## src/hw/rtl/hse_pkg.sv

```systemverilog
`timescale 1ns / 1ps
// ----------------------------------------------------------------------------
// hse_pkg
// Shared constants and types for the sort engine and its chain of cells.
// ----------------------------------------------------------------------------
package hse_pkg;

    localparam int MAX_ITEMS = 64;
    localparam int DATA_W    = 32;
    localparam int CNT_W     = $clog2(MAX_ITEMS + 1);

    // Contents of one cell of the chain.
    typedef struct packed {
        logic                     occ;
        logic signed [DATA_W-1:0] val;
    } slot_t;

    // A word travelling to the right during loading.
    typedef struct packed {
        logic                     vld;
        logic signed [DATA_W-1:0] val;
    } token_t;

    // Control shared by all cells.
    typedef struct packed {
        logic shift;
        logic descending;
    } cell_ctrl_t;

    // Sequencer states, one-hot.
    typedef enum logic [2:0] {
        ST_LOAD  = 3'b001,
        ST_FLUSH = 3'b010,
        ST_DRAIN = 3'b100
    } state_t;

endpackage

```

## src/hw/rtl/hse_cell.sv

```systemverilog
`timescale 1ns / 1ps
// ----------------------------------------------------------------------------
// hse_cell
// One cell of the sorting chain: keeps the better of its word and the
// arriving word, hands the other on, or shifts towards the head on output.
// ----------------------------------------------------------------------------
module hse_cell (
    input  logic               clk,
    input  logic               rst_n,
    input  hse_pkg::cell_ctrl_t ctrl,
    input  hse_pkg::token_t    tok_in,
    input  hse_pkg::slot_t     right_slot,
    output hse_pkg::slot_t     slot,
    output hse_pkg::token_t    tok_out
);
    import hse_pkg::*;

    logic                     occ_reg, occ_next;
    logic signed [DATA_W-1:0] val_reg, val_next;
    logic                     pass_vld_reg, pass_vld_next;
    logic signed [DATA_W-1:0] pass_val_reg, pass_val_next;
    logic                     ranks_first;
    logic                     keep_tok;

    always_comb
    begin
        ranks_first   = ctrl.descending ? (tok_in.val > val_reg) : (tok_in.val < val_reg);
        keep_tok      = !occ_reg || ranks_first;
        occ_next      = occ_reg;
        val_next      = val_reg;
        pass_vld_next = 1'b0;
        pass_val_next = pass_val_reg;
        if (ctrl.shift)
        begin
            occ_next = right_slot.occ;
            val_next = right_slot.val;
        end
        else if (tok_in.vld)
        begin
            occ_next      = 1'b1;
            val_next      = keep_tok ? tok_in.val : val_reg;
            pass_vld_next = occ_reg;
            pass_val_next = keep_tok ? val_reg : tok_in.val;
        end
    end

    always_ff @(posedge clk or negedge rst_n)
    begin
        if (!rst_n)
        begin
            occ_reg      <= 1'b0;
            pass_vld_reg <= 1'b0;
        end
        else
        begin
            occ_reg      <= occ_next;
            pass_vld_reg <= pass_vld_next;
        end
    end

    always_ff @(posedge clk)
    begin
        val_reg      <= val_next;
        pass_val_reg <= pass_val_next;
    end

    assign slot.occ    = occ_reg;
    assign slot.val    = val_reg;
    assign tok_out.vld = pass_vld_reg;
    assign tok_out.val = pass_val_reg;

endmodule

```

## config.mk

```make
export PLATFORM = sky130hd
export DESIGN_NAME = hse_cell
export DESIGN_NICKNAME = d
export VERILOG_FILES = /design/src/hw/rtl/hse_pkg.sv /design/src/hw/rtl/hse_cell.sv
export SDC_FILE = /design/constraint.sdc
export NUM_CORES = 1
export LEC_CHECK = 0
export ABC_AREA = 1
export BUFFER_PORTS_ARGS = -buffer_cell sky130_fd_sc_hd__buf_2
export CORE_MARGIN = 2
export CORE_UTILIZATION = 51
export DETAILED_ROUTE_END_ITERATION = 10
export PLACE_DENSITY = 0.82
export REMOVE_ABC_BUFFERS = 1
export SYNTH_ARGS = -nofsm -noshare
export SYNTH_HDL_FRONTEND = slang
export SYNTH_SLANG_ARGS = --single-unit
```

## constraint.sdc

```tcl
create_clock -name clk -period 3.9 [get_ports clk]
set_input_delay 0.195 -clock clk [delete_from_list [all_inputs] [get_ports clk]]
set_output_delay 0.195 -clock clk [all_outputs]
set_load 0.02 [all_outputs]
```

Word-level counts from Yosys, hierarchy flattened:

Cells that the tools add are included.

* magnitude comparators: 2
* mux-type cells: 9
* bitwise logic cells: 1
* reductions and logical operators: 6

Operators by type and width (count)
* two-way mux 32 bit: 4
* > comparator 32 bit: 1
* less-than comparator 32 bit: 1
* two-way mux 1 bit: 5
* AND reduction 2 bit: 2
* nonzero test 2 bit: 2
* logical NOT 1 bit: 1
* logical OR 1 bit: 1
* inverter 1 bit: 1

* output and inout port bits: 66
* word-level logic and storage cells: 22
* bits of input ports: 70
* flip-flop bits (word level): 66

Depth between registers and ports, before layout:

* depth in word-level cells: 6
* gate-level depth with buffers: 20
* mapped depth without buffers: 19

Least setup slack after synthesis:

OpenSTA, ideal clock, no wires.

* path type: flip-flop to flip-flop
* start point: register val_reg[31]
* end point: register val_reg[0] (enable)
* clock period less this slack: 2.905 ns
* setup slack: 0.995 ns
* path buffers: 0
* setup time: 0.389 ns
* stages on the path, launching flop included: 16
* arrival time: 2.516 ns
* data required time: 3.511 ns
* cells stage by stage: edfxtp_1 inv_1 ha_1 nand2_1 nor2_2 and2_4 nand4_2 nor2_2 nand2_2 nand2_1 nand2_2 nand2_2 nand2_4 nand3_4 nand2_1 nand2_1

* cells in the longest elaborated chain, start to end: 5
* elaborated cells between the ends (all ways): 6
* those cells by class: order compare (2); mux (1); reduce/logical (3)

Ends and longest elaborated chain
* start: declaration: RTL line hse_cell.sv:19 `logic signed [DATA_W-1:0] val_reg, val_next;`
* start signal: assignment: RTL line hse_cell.sv:63 `val_reg <= val_next;`
* less-than comparator 32 bit / > comparator 32 bit (equally long branches): RTL line hse_cell.sv:27 `ranks_first = ctrl.descending ? (tok_in.val > val_reg) : (tok_in.val < val_reg);`
* two-way mux 1 bit *: RTL line hse_cell.sv:27
* logical OR 1 bit *: RTL line hse_cell.sv:28 `keep_tok = !occ_reg || ranks_first;`
* nonzero test 2 bit (no source line) *
* AND reduction 2 bit (no source line) *

Mark *: on every way between the ends. The rest lies on a longest branch, timed or not.
A chain may end at the register's enable or synchronous reset.

Worst setup path after layout:

* start point: register val_reg[5]
* end point: register pass_val_reg[31], data pin

* cells in the longest elaborated chain, start to end: 4
* elaborated cells between the ends (all ways): 5
* those cells by class: order compare (2); mux (2); reduce/logical (1)

Ends and longest elaborated chain
* less-than comparator 32 bit / > comparator 32 bit (equally long branches): RTL line hse_cell.sv:27
* two-way mux 1 bit *: RTL line hse_cell.sv:27
* logical OR 1 bit *: RTL line hse_cell.sv:28
* two-way mux 32 bit *: RTL line hse_cell.sv:43 `pass_val_next = keep_tok ? val_reg : tok_in.val;`
* end signal: assignment: RTL line hse_cell.sv:64 `pass_val_reg <= pass_val_next;`
* end: declaration: RTL line hse_cell.sv:21 `logic signed [DATA_W-1:0] pass_val_reg, pass_val_next;`

Marked as above.

==> flow_summary.toml <==
[status]
status = "finished, final reports clean"

[critical_path]
startpoint = "val_reg[5]$_DFFE_PP_"
worstPathRequired_ns = 4.12
slowest_stage = "buf_4"
critPathMostFrequentCell = "nand2_1"
crit_arrival_ns = 3.16
critPathCaptureType = "register"
critPathKind = "reg2reg"
reg2reg_slack_ns = 0.97
path_delay_family = "simple AND/OR/NAND/NOR gates"
crit_path_start_kind = "register"
r2r_start = "val_reg[5]$_DFFE_PP_"
crit_chain = "inv_1 > ha_1 > a21oi_1 > nor2_1 > nor2_1 > nand2_1 > nand2_1 > nand2_1 > nand2_2 > nand2_1 > nand2_2 > nand3_4 > nand3_4 > buf_4 > nand2_1 > nand2_1"
cp_max_fo = 33
max_stage_delay_ns = 0.50
crit_buf_inv = 2

[clocking]
cts.sinks = 66
cts_buffer_depth = 2
numCtsBuffers = 9
clockRootBuffer = "clkbuf_8"
clk_pin_slew_ns = 0.08
post_cts_resized = 0
cts_setup_buffers = 0
ctsHtreeMaxLevel = 3
clock_latency_ns = 0.35
tritoncts = "built"
cts_hold_buf = 1

[yosys]
ys_seq_area_share_pct = 48.46
yosysWarnings = 0
netlist_area_um2 = 4069
yosys.area.top_type = "edfxtp_1"
synth_area_leaders = "edfxtp_1 47%, nand2_1 13%, ha_1 9.8%"
synth_cells = 442
async_flop_share_pct = 3.030
ys.flop_type = "edfxtp_1"
synth_seq_cells = 66
postSynthAreaPerCell_um2 = 9.206
synth_most_common_cell = "nand2_1"
synth_cell_types = 28
synth_top_area_share_pct = 47.23
synth_common_cells = "136 x nand2_1, 64 x edfxtp_1, 64 x nand2_2"
synth_edf_count = 64

[pwr]
p_sw_share_pct = 33.38
pwr_density_cell_nw_per_um2 = 431.7
power.total_w = 0.002164
combinationalPowerShare_pct = 27.2
ir_drop_v = 0.0001976
internal-power_w = 0.001441
p_sw_w = 0.0007223
pwr-share-clk_pct = 30.5
power_leakage_nw = 2.545
p_seq_share_pct = 42.3

[sta]
maxSlewHeadroom_pct = 34.91
setup_tns_ns = 0
skew_ns = 0.007864
slew_violations = 0
hold_viol = 0
setup_viol = 0
whs_ns = 0.1089
fin_crit_ns = 2.934
maxClockFrequency_mhz = 340.9
rsz0062_at_grt = "false"
fin_crit_sh_pct = 75.22
tightestPinTransition_ns = 0.9741

[floorplanning]
io_pins = 136
initial_core_util_pct = 52.66
fp.dieW_um = 93.32
row_count = 32
die_h_um = 93.32
coreArea_um2 = 7727
die_area_um2 = 8709

[global_routing]
grtUsageTotal_pct = 23.44
antenna_found_initial = 0
grt_pass1_vias = 3400
grt_start_max_net_pins = 36
grt_pass1_wl_um = 15760
grt_overflow = 0

[routing]
drc = 0
num_vias = 3464
vias_per_cell = 5.094
firstDrtPassIters = 4
post_drt_wl_per_cell_um = 14.65
finalWirelength_um = 9960
drtIter0Drc = 171
ant_nets = 0

[layout]
num-nets-final = 675
multi_input_area_um2 = 1792
register_area_um2 = 1972
drive_gt1_share_pct = 40.31
area_growth_pct = 23.19
stdcell_area_um2 = 5012
n_antenna_cell = 0
fillers = 615

[place]
hpwl_um = 6968
placed_area_um2 = 4777
gp_congestion = 0.7877
io_buffers = 135

[worst_hold_path]
worstHoldStart = "right_slot[32]"
hold_class = "in2reg"

[job]
max_cap_viol_count = 0
-- worst paths after layout --
| path | to | cells past startpoint |
|---|---|---|
| min | occ_reg$_DFFE_PN0P_ | 3 |
| max reg2reg | pass_val_reg[31]$_DFFE_PP_ | 16 |
| max in group asynchronous | pass_vld_reg$_DFF_PN0_ | 2 |
| max | pass_val_reg[31]$_DFFE_PP_ | 16 |
| min in group asynchronous | occ_reg$_DFFE_PN0P_ | 2 |
| min reg2reg | pass_val_reg[27]$_DFFE_PP_ | 2 |
-- kinds of logic (layout without fill, tap and decap cells) --
family	count (synthesis)	in the layout	share of synthesized area, %
AOI/OAI and AO/OA	20	20	2.675
adders and majority gates	32	32	9.840
buffers and inverters	66	202	7.687
DFF	66	66	48.46
and+or+nand+nor	258	258	31.33
-- through the flow --
step | util [%] | instances | setup slack, ns
3_5_place_dp | 61.82 | 663 | 1.031
3_3_place_gp | 61.82 | 663 | 1.089
6_report | 64.86 | 680 | 0.9664
2_1_floorplan | - | 420 | 0.5241
4_1_cts | 64.86 | 680 | 0.9748
5_1_grt | 64.86 | 680 | 0.7340
-- layout by cell type (no fill, tap or decap) --
master,netlist,routed
clkbuf_8,0,9
nand4_2,1,1
dlygate4sd3_1,0,1
clkinv_1,2,2
inv_1,40,40
ha_1,32,32
nor2_1,15,14
o21ai_0,2,2
nand4_1,33,33
clkinvlp_4,0,2
nand2_1,136,136
nand3_2,1,1
a21oi_1,14,14
nand2_4,1,1
inv_2,2,2
edfxtp_1,64,64
nand2_2,64,64
nor2_2,3,3
and2_4,1,1
buf_2,7,135
bufinv_16,0,2
nand3_1,1,1
nor2_4,0,1
inv_6,0,2
o21a_1,1,1
buf_4,2,6
a41oi_1,1,1
nand3_4,2,2
o21ai_1,1,1
a21o_1,1,1
dfrtp_1,2,2
clkinv_4,0,1
-- tightest hold or removal path: cells and delay by family --
kind | cells | cell delay (ns)
AO/OA/AOI/OAI | 1 | 0.11
AND/OR/NAND/NOR | 1 | 0.03
buffers and inverters | 1 | 0.08
-- metal layers --
metal / track usage [%] / up-vias / wire, um
li1: - / 1726 / -
met1: 28.42 / 1609 / 4131
met2: 41.25 / 114 / 5035
met3: 4.351 / 15 / 622
met4: 9.069 / 0 / 171
met5: 0 / - / 0
-- power groups by stage --
stage | registers (W) | clock network [W] | logic [W]
5_1_grt | 0.000923 | 0.000688 | 0.000656
3_3_place_gp | 0.000928 | 0 | 0.000567
2_1_floorplan | 0.00102 | 0 | 0.000295
3_5_place_dp | 0.000931 | 0 | 0.000584
6_report | 0.000915 | 0.000661 | 0.000587
4_1_cts | 0.000915 | 0.000669 | 0.000589
-- final cells by class --
cell class | instances | share of cell area, %
clock inverter | 7 | 2.022
inverter | 44 | 3.295
tap | 102 | 2.546
clock buffer | 9 | 2.471
timing repair buffer | 142 | 14.58
sequential | 66 | 39.34
multi-input combinational | 310 | 35.75
(Power assumes the default switching activity.)
